<file path="config.mk">
export PLATFORM = sky130hd
export DESIGN_NAME = tagged_field_packet_parser
export DESIGN_NICKNAME = d
export VERILOG_FILES = /design/src/hw/rtl/tfpp_pkg.sv /design/src/hw/rtl/tagged_field_packet_parser.sv
export SDC_FILE = /design/constraint.sdc
export NUM_CORES = 1
export LEC_CHECK = 0
export BUFFER_PORTS_ARGS = -buffer_cell sky130_fd_sc_hd__buf_4
export CAP_MARGIN = 10
export CORE_UTILIZATION = 55
export CTS_CLUSTER_SIZE = 8
export DETAILED_ROUTE_END_ITERATION = 7
export GPL_ROUTABILITY_DRIVEN = 0
export PLACE_DENSITY = 0.74
export SLEW_MARGIN = 20
export SYNTH_ARGS = -nofsm -noshare
export SYNTH_HDL_FRONTEND = slang
export SYNTH_SLANG_ARGS = --single-unit
export TNS_END_PERCENT = 10
</file>
<file path="constraint.sdc">
create_clock -name aclk -period 12.4 [get_ports aclk]
set_clock_uncertainty 0.2 [all_clocks]
set_input_delay 1.86 -clock aclk [delete_from_list [all_inputs] [get_ports aclk]]
set_output_delay 1.86 -clock aclk [all_outputs]
set_load 0.02 [all_outputs]
</file>
<file path="src/hw/rtl/tfpp_pkg.sv">
// Shared types, codes and constants for the tagged field packet parser.
`timescale 1ns / 1ps

package tfpp_pkg;

    // Fixed header layout.
    localparam int HEADER_BYTES = 4;
    localparam int ID_OFFSET    = 2;

    // Stream widths and result tdata layout.
    localparam int S_TDATA_W   = 8;
    localparam int VALUE_W     = 64;
    localparam int COUNT_W     = 16;
    localparam int KIND_W      = 3;
    localparam int STATUS_W    = 2;
    localparam int VALUE_LSB   = 0;
    localparam int COUNT_LSB   = VALUE_LSB + VALUE_W;
    localparam int ELAST_BIT   = COUNT_LSB + COUNT_W;
    localparam int STATUS_LSB  = ELAST_BIT + 1;
    localparam int M_FIELDS_W  = STATUS_LSB + STATUS_W;
    localparam int M_TDATA_W   = ((M_FIELDS_W + 7) / 8) * 8;
    localparam int M_PAD_W     = M_TDATA_W - M_FIELDS_W;

    // Field tags.
    localparam logic [7:0] TAG_U16       = 8'd1;
    localparam logic [7:0] TAG_DOUBLE    = 8'd2;
    localparam logic [7:0] TAG_STRING    = 8'd3;
    localparam logic [7:0] TAG_U16_ARRAY = 8'd4;
    localparam logic [7:0] TAG_DBL_ARRAY = 8'd5;

    typedef enum logic [2:0] {
        PH_HEADER  = 3'd0,
        PH_TAG     = 3'd1,
        PH_SCALAR  = 3'd2,
        PH_COUNT   = 3'd3,
        PH_ELEMS   = 3'd4,
        PH_DISCARD = 3'd5
    } phase_t;

    typedef enum logic [KIND_W-1:0] {
        KIND_STATUS     = 3'd0,
        KIND_PACKET_ID  = 3'd1,
        KIND_U16        = 3'd2,
        KIND_DOUBLE     = 3'd3,
        KIND_STR_BYTE   = 3'd4,
        KIND_U16_ELEM   = 3'd5,
        KIND_DBL_ELEM   = 3'd6
    } kind_t;

    typedef enum logic [STATUS_W-1:0] {
        ST_OK          = 2'd0,
        ST_UNKNOWN_TAG = 2'd1,
        ST_TRUNCATED   = 2'd2
    } status_t;

    typedef struct packed {
        kind_t                kind;
        logic [VALUE_W-1:0]   value;
        logic [COUNT_W-1:0]   count;
        logic                 elast;
        logic                 pend;
        status_t              status;
    } result_t;

    // Element size in bytes for a field tag.
    function automatic logic [3:0] elem_size(input logic [2:0] tag);
        logic [3:0] size;
        case (tag)
            3'd1:    size = 4'd2;
            3'd2:    size = 4'd8;
            3'd3:    size = 4'd1;
            3'd4:    size = 4'd2;
            default: size = 4'd8;
        endcase
        return size;
    endfunction

    // Status-only result that closes the packet.
    function automatic result_t end_result(input status_t st);
        result_t r;
        r        = '0;
        r.kind   = KIND_STATUS;
        r.pend   = 1'b1;
        r.status = st;
        return r;
    endfunction

endpackage

</file>
<file path="src/hw/rtl/tagged_field_packet_parser.sv">
// Top level of the tagged field packet parser: byte stream in, parsed results out.
`timescale 1ns / 1ps

// Parses one packet byte per accepted input item (s_tdata = byte, s_tlast on
// the final byte). The first HEADER_BYTES bytes form a header whose
// little-endian u16 at ID_OFFSET is reported as the packet id; tagged
// little-endian fields follow (tag 1 u16, tag 2 double bits, tags 3/4/5 a u16
// count then bytes, u16 words or doubles, one result per element). Each
// input item yields zero or one result item. An unknown tag or a packet that
// ends inside a field closes the packet with an error status and drops the
// rest of it. The parse state machine and byte-lane shift register update on
// the edge that accepts the item, and its result is registered into the output
// register (or the skid entry), so one item per cycle is sustained while s_tready is high.
// A two-entry output (register plus skid) lets the input keep flowing while a
// result waits; s_tready drops only while the skid entry is occupied.
module tagged_field_packet_parser (
    input  logic                            aclk,
    input  logic                            aresetn,
    // s_tdata: [7:0] data_byte
    input  logic                            s_tvalid,
    output logic                            s_tready,
    input  logic [tfpp_pkg::S_TDATA_W-1:0]  s_tdata,
    input  logic                            s_tlast,      // last_byte
    // m_tdata: [63:0] value, [79:64] count, [80] element_last,
    //          [82:81] status, [87:83] zero
    output logic                            m_tvalid,
    input  logic                            m_tready,
    output logic [tfpp_pkg::M_TDATA_W-1:0]  m_tdata,
    // m_tuser: [2:0] kind
    output logic [tfpp_pkg::KIND_W-1:0]     m_tuser,
    output logic                            m_tlast       // packet_end
);

    localparam logic [3:0] ID_IDX   = 4'(tfpp_pkg::ID_OFFSET);
    localparam logic [4:0] HDR_LEN  = 5'(tfpp_pkg::HEADER_BYTES);

    // Parse state.
    tfpp_pkg::phase_t   phase_reg, phase_next;
    logic [3:0]         byte_index_reg, byte_index_next;
    logic [2:0]         field_tag_reg, field_tag_next;
    logic [63:0]        assembly_reg, assembly_next;
    logic [15:0]        element_count_reg, element_count_next;
    logic [15:0]        elements_left_reg, elements_left_next;
    tfpp_pkg::status_t  error_code_reg, error_code_next;

    // Output register and skid entry.
    tfpp_pkg::result_t  out_reg, skid_reg;
    logic               out_valid_reg, skid_valid_reg;

    tfpp_pkg::result_t  res;
    logic               res_valid;

    logic               in_accept;
    logic               out_free;
    logic [7:0]         b;
    logic [3:0]         idx_inc;
    logic [3:0]         id_lane;
    logic [63:0]        lane_byte;
    logic [63:0]        asm_shift;

    assign s_tready  = !skid_valid_reg;
    assign in_accept = s_tvalid && s_tready;
    assign out_free  = !out_valid_reg || m_tready;

    assign b         = s_tdata[7:0];
    assign idx_inc   = byte_index_reg + 4'd1;
    assign id_lane   = byte_index_reg - ID_IDX;
    assign lane_byte = {56'd0, b};
    // Byte lane for little-endian assembly of field values.
    assign asm_shift = assembly_reg | (lane_byte << {byte_index_reg[2:0], 3'b000});

    // Next state and result for the byte at the input.
    always_comb begin
        phase_next         = phase_reg;
        byte_index_next    = byte_index_reg;
        field_tag_next     = field_tag_reg;
        assembly_next      = assembly_reg;
        element_count_next = element_count_reg;
        elements_left_next = elements_left_reg;
        error_code_next    = error_code_reg;
        res                = '0;
        res_valid          = 1'b0;

        case (phase_reg)
            tfpp_pkg::PH_TAG: begin
                if (b >= tfpp_pkg::TAG_U16 && b <= tfpp_pkg::TAG_DBL_ARRAY) begin
                    field_tag_next  = b[2:0];
                    byte_index_next = 4'd0;
                    assembly_next   = '0;
                    phase_next      = (b <= tfpp_pkg::TAG_DOUBLE) ? tfpp_pkg::PH_SCALAR
                                                                   : tfpp_pkg::PH_COUNT;
                    if (s_tlast) begin
                        res       = tfpp_pkg::end_result(tfpp_pkg::ST_TRUNCATED);
                        res_valid = 1'b1;
                    end
                end else if (s_tlast) begin
                    res       = tfpp_pkg::end_result(tfpp_pkg::ST_UNKNOWN_TAG);
                    res_valid = 1'b1;
                end else begin
                    // Latch the error and drop the rest of the packet.
                    error_code_next = tfpp_pkg::ST_UNKNOWN_TAG;
                    phase_next      = tfpp_pkg::PH_DISCARD;
                end
            end

            tfpp_pkg::PH_SCALAR: begin
                assembly_next   = asm_shift;
                byte_index_next = idx_inc;
                if (idx_inc >= tfpp_pkg::elem_size(field_tag_reg)) begin
                    res.kind        = (field_tag_reg == 3'd1) ? tfpp_pkg::KIND_U16
                                                              : tfpp_pkg::KIND_DOUBLE;
                    res.value       = asm_shift;
                    res.elast       = 1'b1;
                    res.pend        = s_tlast;
                    res.status      = tfpp_pkg::ST_OK;
                    res_valid       = 1'b1;
                    phase_next      = tfpp_pkg::PH_TAG;
                    byte_index_next = 4'd0;
                    assembly_next   = '0;
                end else if (s_tlast) begin
                    res       = tfpp_pkg::end_result(tfpp_pkg::ST_TRUNCATED);
                    res_valid = 1'b1;
                end
            end

            tfpp_pkg::PH_COUNT: begin
                assembly_next   = asm_shift;
                byte_index_next = idx_inc;
                if (idx_inc >= 4'd2) begin
                    element_count_next = asm_shift[15:0];
                    elements_left_next = asm_shift[15:0];
                    byte_index_next    = 4'd0;
                    assembly_next      = '0;
                    if (asm_shift[15:0] == 16'd0) begin
                        // Empty field: one result of its kind, no elements.
                        phase_next = tfpp_pkg::PH_TAG;
                        res.kind   = tfpp_pkg::kind_t'(field_tag_reg + 3'd1);
                        res.elast  = 1'b1;
                        res.pend   = s_tlast;
                        res.status = tfpp_pkg::ST_OK;
                        res_valid  = 1'b1;
                    end else begin
                        phase_next = tfpp_pkg::PH_ELEMS;
                        if (s_tlast) begin
                            res       = tfpp_pkg::end_result(tfpp_pkg::ST_TRUNCATED);
                            res_valid = 1'b1;
                        end
                    end
                end else if (s_tlast) begin
                    res       = tfpp_pkg::end_result(tfpp_pkg::ST_TRUNCATED);
                    res_valid = 1'b1;
                end
            end

            tfpp_pkg::PH_ELEMS: begin
                assembly_next   = asm_shift;
                byte_index_next = idx_inc;
                if (idx_inc >= tfpp_pkg::elem_size(field_tag_reg)) begin
                    byte_index_next    = 4'd0;
                    assembly_next      = '0;
                    elements_left_next = elements_left_reg - 16'd1;
                    res_valid          = 1'b1;
                    if (elements_left_reg <= 16'd1) begin
                        phase_next = tfpp_pkg::PH_TAG;
                        res.kind   = tfpp_pkg::kind_t'(field_tag_reg + 3'd1);
                        res.value  = asm_shift;
                        res.count  = element_count_reg;
                        res.elast  = 1'b1;
                        res.pend   = s_tlast;
                        res.status = tfpp_pkg::ST_OK;
                    end else if (s_tlast) begin
                        // Elements still owed: the packet end wins.
                        res = tfpp_pkg::end_result(tfpp_pkg::ST_TRUNCATED);
                    end else begin
                        res.kind   = tfpp_pkg::kind_t'(field_tag_reg + 3'd1);
                        res.value  = asm_shift;
                        res.count  = element_count_reg;
                        res.status = tfpp_pkg::ST_OK;
                    end
                end else if (s_tlast) begin
                    res       = tfpp_pkg::end_result(tfpp_pkg::ST_TRUNCATED);
                    res_valid = 1'b1;
                end
            end

            tfpp_pkg::PH_DISCARD: begin
                if (s_tlast) begin
                    res       = tfpp_pkg::end_result(error_code_reg);
                    res_valid = 1'b1;
                end
            end

            default: begin
                // Header phase, also taken by unused phase codes.
                if (byte_index_reg >= ID_IDX && id_lane < 4'd2) begin
                    assembly_next = assembly_reg | (lane_byte << {id_lane[0], 3'b000});
                end
                if ({1'b0, byte_index_reg} + 5'd1 >= HDR_LEN) begin
                    res.kind        = tfpp_pkg::KIND_PACKET_ID;
                    res.value       = {48'd0, assembly_next[15:0]};
                    res.pend        = s_tlast;
                    res.status      = tfpp_pkg::ST_OK;
                    res_valid       = 1'b1;
                    phase_next      = tfpp_pkg::PH_TAG;
                    byte_index_next = 4'd0;
                    assembly_next   = '0;
                end else begin
                    byte_index_next = idx_inc;
                    if (s_tlast) begin
                        res       = tfpp_pkg::end_result(tfpp_pkg::ST_TRUNCATED);
                        res_valid = 1'b1;
                    end
                end
            end
        endcase

        // Packet closed: return to the reset state.
        if (res_valid && res.pend) begin
            phase_next         = tfpp_pkg::PH_HEADER;
            byte_index_next    = 4'd0;
            field_tag_next     = 3'd0;
            assembly_next      = '0;
            element_count_next = 16'd0;
            elements_left_next = 16'd0;
            error_code_next    = tfpp_pkg::ST_OK;
        end
    end

    // Parse state registers: advance only on an accepted item.
    always_ff @(posedge aclk) begin
        if (!aresetn) begin
            phase_reg         <= tfpp_pkg::PH_HEADER;
            byte_index_reg    <= 4'd0;
            field_tag_reg     <= 3'd0;
            assembly_reg      <= '0;
            element_count_reg <= 16'd0;
            elements_left_reg <= 16'd0;
            error_code_reg    <= tfpp_pkg::ST_OK;
        end else if (in_accept) begin
            phase_reg         <= phase_next;
            byte_index_reg    <= byte_index_next;
            field_tag_reg     <= field_tag_next;
            assembly_reg      <= assembly_next;
            element_count_reg <= element_count_next;
            elements_left_reg <= elements_left_next;
            error_code_reg    <= error_code_next;
        end
    end

    // Output register with skid entry. While the skid holds an item no new
    // input is taken, so at most one of skid refill and new result applies.
    always_ff @(posedge aclk) begin
        if (!aresetn) begin
            out_valid_reg  <= 1'b0;
            skid_valid_reg <= 1'b0;
        end else begin
            if (skid_valid_reg) begin
                if (out_free) begin
                    out_valid_reg  <= 1'b1;
                    skid_valid_reg <= 1'b0;
                end
            end else if (in_accept && res_valid) begin
                if (out_free) begin
                    out_valid_reg <= 1'b1;
                end else begin
                    skid_valid_reg <= 1'b1;
                end
            end else if (out_free) begin
                out_valid_reg <= 1'b0;
            end
        end
    end

    // Payload registers: no reset needed.
    always_ff @(posedge aclk) begin
        if (skid_valid_reg) begin
            if (out_free) begin
                out_reg <= skid_reg;
            end
        end else if (in_accept && res_valid) begin
            if (out_free) begin
                out_reg <= res;
            end else begin
                skid_reg <= res;
            end
        end
    end

    assign m_tvalid = out_valid_reg;
    assign m_tuser  = out_reg.kind;
    assign m_tlast  = out_reg.pend;
    assign m_tdata  = {{tfpp_pkg::M_PAD_W{1'b0}}, out_reg.status, out_reg.elast,
                       out_reg.count, out_reg.value};

endmodule

</file>
**Yosys cells after proc, flatten, opt, wreduce, memory -nomap -nowiden**

Index checks and enable logic that the tools add are counted.

- Word-level logic and storage cells: 169
- Memories: 0
- Input bits: 13
- Latch bits: 0
- Flip-flop bits (word level): 284
- Output and inout bits: 94
- Bits in read-only memories: 0
- Bits in writable memories: 0

- Multiplexer cells: 80
- Shifts and indexed selects: 2
- Equality and inequality tests: 17
- Multiply operators: 0
- Bitwise operators: 4
- Add/subtract/negate cells: 5
- Magnitude comparators: 10
- Divide/modulo/power cells: 0
- Reduce and logical (&&, ||, !) cells: 29

Operator list:

| kind | number |
|---|---|
| 87-bit 2-to-1 mux | 7 |
| 64-bit 2-to-1 mux | 7 |
| 87-bit one-hot mux with 5 select lines | 1 |
| 64-bit one-hot mux with 5 select lines | 1 |
| 67-bit 2-to-1 mux | 2 |
| 64-bit OR | 2 |
| 83-bit 2-to-1 mux | 1 |
| 16-bit 2-to-1 mux | 5 |
| 80-bit 2-to-1 mux | 1 |
| 8-bit by 4-bit << shifter with 64-bit output | 1 |
| 8-bit by 6-bit << shifter with 64-bit output | 1 |
| 3-bit 2-to-1 mux | 18 |
| 4-bit 2-to-1 mux | 10 |
| 16-bit one-hot mux with 2 select lines | 1 |
| 4-bit one-hot mux with 5 select lines | 1 |
| 17-bit 2-to-1 mux | 1 |
| 16-bit by 1-bit less-or-equal comparator with 1-bit output (second input constant) | 1 |
| 16-bit zero test | 1 |
| 1-bit 2-to-1 mux | 16 |
| 16-bit by 1-bit subtractor with 16-bit output (second input constant) | 1 |
| 3-bit != test (second input constant) | 5 |
| 3-bit one-hot mux with 5 select lines | 1 |
| 3-bit AND reduction | 4 |
| 4-bit AND reduction | 3 |
| 31 further kinds | 55 |

**Longest topological paths before layout**

- Word-level depth: 10
- Mapped depth: 13
- Depth with buffers taken out: 11

**Worst setup path before layout**

No wires, ideal clock.

- Path type: input-to-reg
- Start: in s_tdata[1] in the netlist's numbering
- End: reg out_reg, in the netlist m_tdata[0] (enable)
- Buffers on the path: 2
- Setup time: 562 ps
- Slack: 4,348 ps
- Cell stages on the path: 8
- Data required time: 11,638 ps
- Data arrival time: 7,290 ps
- Cells stage by stage: clkbuf_1 > and2_1 > clkbuf_1 > o21ai_0 > nand4_1 > nor3_2 > o21ai_1 > a21oi_1

- Longest elaborated chain between the ends: 9

Ends and longest elaborated chain:

| what | line | text |
|---|---|---|
| from (decl) | tagged_field_packet_parser.sv:22 | `input logic [tfpp_pkg::S_TDATA_W-1:0] s_tdata,` |
| 8-bit by 6-bit << shifter with 64-bit output | tagged_field_packet_parser.sv:70 | `assign asm_shift = assembly_reg \| (lane_byte << {byte_index_reg[2:0], 3'b000});` |
| 64-bit OR | tagged_field_packet_parser.sv:70 |  |
| 16-bit zero test | tagged_field_packet_parser.sv:134 | `if (asm_shift[15:0] == 16'd0) begin` |
| 1-bit 2-to-1 mux | tagged_field_packet_parser.sv:134 |  |
| 1-bit 2-to-1 mux | tagged_field_packet_parser.sv:129 | `if (idx_inc >= 4'd2) begin` |
| 1-bit one-hot mux with 4 select lines | tagged_field_packet_parser.sv:84 | `case (phase_reg)` |
| 1-bit logical AND | tagged_field_packet_parser.sv:280 | `end else if (in_accept && res_valid) begin` |
| 2-bit nonzero test (no source line) | n/a |  |
| 2-bit AND reduction (no source line) | n/a |  |
| to (signal assigned) | tagged_field_packet_parser.sv:278 | `out_reg <= skid_reg;` |
| to (signal assigned) | tagged_field_packet_parser.sv:282 | `out_reg <= res;` |
| to (decl) | tagged_field_packet_parser.sv:47 | `tfpp_pkg::result_t out_reg, skid_reg;` |

No other way between the ends.
A chain may end at the register's enable or synchronous reset.

**Worst setup path after layout**

- Start: in s_tdata[4] in the netlist's numbering
- End: reg out_reg, in the netlist m_tdata[43] (enable)

Same word-level chain as after synthesis.

==> results.yml <==
clock_network:
  numCtsBuffers: 41
  clk_pin_slew_ns: 0.05
  root_buffer: "clkbuf_16"
  clk_path_buf_depth: 3
  cts-htree-levels: 2
  postCtsHoldBufs: 0
  cts_tree: "done"
  cts_resized: 0
  cts_setup_buffers: 0
  cts.sinks: 283
  clock_latency_ns: 0.52
timing:
  worst_pin_slew_ns: 1.02
  tns_ns: 0
  maxSlewHeadroom_pct: 31.5
  hold_viol: 0
  max_freq_mhz: 210
  whs_ns: 0.245
  fin_crit_ns: 4.77
  setup_viol: 0
  maxSlewViolCount: 0
  timing.final.crit_share_pct: 38.5
  rsz0062_at_grt: "false"
critical_path:
  required_ns: 12.34
  critPathMaxStageDelay_ns: 0.63
  slowest_stage: "buf_4"
  worstSetupStartpointType: "input port"
  crit_type: "input port to flip-flop"
  setup.worst_path.end_class: "flip-flop"
  crit_fanout: 54
  crit_top_cell: "buf_4"
  worstPathArrival_ns: 4.71
  critPathBufInv: 2
  cp_top_family: "compound AO/OA/AOI/OAI gates"
  crit_chain: "buf_4 -> and2_1 -> a21oi_1 -> o2111ai_1 -> nor3_2 -> o21ai_1 -> a21oi_4 -> buf_4"
floorplan:
  die_w_um: 156
  die_h_um: 156
  dieArea_mm2: 0.0243
  io_pins: 107
  rows: 55
  initial_core_util_pct: 56.9
  core_mm2: 0.0229
synth:
  ys_types: 68
  synth.avg_cell_area_um2: 10.2
  yosysWarningCount: 0
  netlist_instances: 1273
  synth-xor-area-share_pct: 0.604
  ys_seq_area_share_pct: 56.8
  synth-edff-count: 174
  synthFlopType: "edfxtp_1"
  synthMuxAreaShare_pct: 2.35
  synth_seq_cells: 283
  synthAdderAreaFrac_pct: 1.34
  synth_top_family_by_area: "compound AO/OA/AOI/OAI gates"
  yosys.area_share.simple_pct: 15.1
  async_flop_share_pct: 0
  synth_area_mm2: 0.0130
  synth_compound_area_share_pct: 19.6
layout:
  fillers: 1773
  multiInputGateArea_mm2: 0.00517
  regArea_mm2: 0.00741
  largest_reg_flops: 87
  final_layout_size_suffix_gt1_share_pct: 15.4
  n_antenna_cell: 0
  nets: 1349
  syn_to_final_growth_pct: 16.1
  final_util_pct: 66.1
  finalNonFillerCells: 1666
power_and_ir_drop:
  switching_power_mw: 0.486
  irDropWorstVdd_mv: 0.0851
  p_per_area_mw_per_mm2: 145
  pwr-share-seq_pct: 46.5
  p_clk_share_pct: 47.6
  power_frac_comb_pct: 5.9
  intPower_mw: 1.71
  leakagePower_nw: 5.17
  swShare_pct: 22.2
global_routing:
  grt_overflow: 0
  grt_usage_pct: 26.7
  grt_max_degree: 98
  grt_pass1_wl_um: 50600
  antenna_found_initial: 0
  grt_pass1_vias: 9210
placement:
  portBuffers: 101
  dp_hpwl_um: 20600
  place_inst: 1591
flow_run:
  max-cap-violations: 0
drt:
  first_pass_iters: 6
  via_count: 10140
  drt_iter0_markers: 1166
  drc: 0
  routed_wl_um: 32300
  antenna_left: 0
  wl_per_cell_um: 19.4
  viasPerCell: 6.09
status:
  run_status: "finished clean"
hold_path:
  hp-class: "flip-flop to flip-flop"
[power groups by stage]
stage          clock [mW]  sequential, mW  combinational, mW
6_report             1.04            1.02              0.130
5_1_grt              1.10            1.02              0.139
4_1_cts              1.05            1.02              0.128
3_5_place_dp            0            1.04              0.127
3_3_place_gp            0            1.04              0.125
2_1_floorplan           0            1.05             0.0699
[tightest hold or removal path, cell delays in order (launching register included)]
cell and delay (ns):
dfxtp_1 0.30, nand2_1 0.05, a21boi_1 0.05
[cell usage after synthesis, types with 6 or more instances]
master,n,area share (%)
a21boi_0,9,0.52
a21boi_1,14,0.81
a21oi_1,111,4.3
a22o_1,16,1.1
a31oi_1,65,3.1
and2_1,28,1.3
and3_1,21,1.0
buf_2,20,0.77
buf_4,8,0.46
clkbuf_1,85,2.4
dfxtp_1,109,17
edfxtp_1,174,40
ha_1,14,1.3
inv_1,12,0.35
mux2_2,21,1.8
mux2i_1,7,0.54
nand2_1,130,3.7
nand2b_1,12,0.58
nand3_1,14,0.54
nor2_1,124,3.6
nor2b_1,20,0.96
nor3_1,17,0.65
nor4_1,8,0.38
o21a_1,6,0.35
o21ai_0,32,1.2
o21ai_1,22,0.84
o31ai_1,69,4.0
or3_1,21,1.0
[layer usage]
| layer | vias to the layer above | track usage (%) | routed length [µm] |
|---|---|---|---|
| li1 | 4768 | - | - |
| met1 | 4822 | 36.5 | 13700 |
| met2 | 463 | 41.5 | 15000 |
| met3 | 87 | 4.75 | 2290 |
| met4 | 0 | 12.5 | 1370 |
| met5 | - | 0 | 0 |
[stage by stage]
step	setup WS, ns	area (µm²)	total power, mW
2_1_floorplan	4.35	13100	1.12
3_3_place_gp	6.78	13900	1.16
3_5_place_dp	6.61	13900	1.16
4_1_cts	7.15	15100	2.20
5_1_grt	7.51	15100	2.26
6_report	7.63	15100	2.19
[cells in the final DEF, fill, tap and decap left out, types with 8 or more instances in the layout]
cell,Yosys,layout
nor2_1,124,121
clkbuf_1,85,29
nand2b_1,12,12
ha_1,14,14
nor3_1,17,17
nor2b_1,20,20
a31oi_1,65,65
o31ai_1,69,69
nor4_1,8,8
nand3_1,14,14
a21oi_1,111,110
clkbuf_16,0,44
dfxtp_1,109,108
inv_1,12,12
buf_4,8,116
or3_1,21,21
and2_1,28,28
nand2_1,130,130
o21ai_0,32,32
a22o_1,16,16
a21boi_0,9,9
mux2_2,21,21
a21boi_1,14,14
o21ai_1,22,22
and3_1,21,21
edfxtp_1,174,174
[worst paths after layout]
path | endpoint | slack (ns) | startpoint | cells past startpoint
setup / recovery | m_tdata[43] | 7.63 | s_tdata[4] | 8
hold / removal | element_count_reg[3] | 0.25 | element_count_reg[3] | 2
setup reg to reg | m_tdata[4] | 8.02 | field_tag_reg[0] | 11
hold reg to reg | element_count_reg[3] | 0.25 | element_count_reg[3] | 2
[cells by family (layout without fill, tap and decap cells)]
group	Yosys count	after routing
flip-flops	283	283
AO/OA/AOI/OAI	394	394
AND/OR/NAND/NOR	415	415
other	1	5
adder cells (fa/ha/maj)	14	14
multiplexers	28	28
buffers and inverters	129	205
XOR/XNOR	9	9
[layout make-up]
type	instances	area share (%)
Sequential cell	283	48.9
Clock inverter	1	0.0578
Tap cell	313	2.59
Inverter	14	0.347
Clock buffer	73	7.99
Multi-Input combinational cell	865	34.2
Timing Repair Buffer	117	5.93
Note: power is estimated with default switching activity, not from simulation.
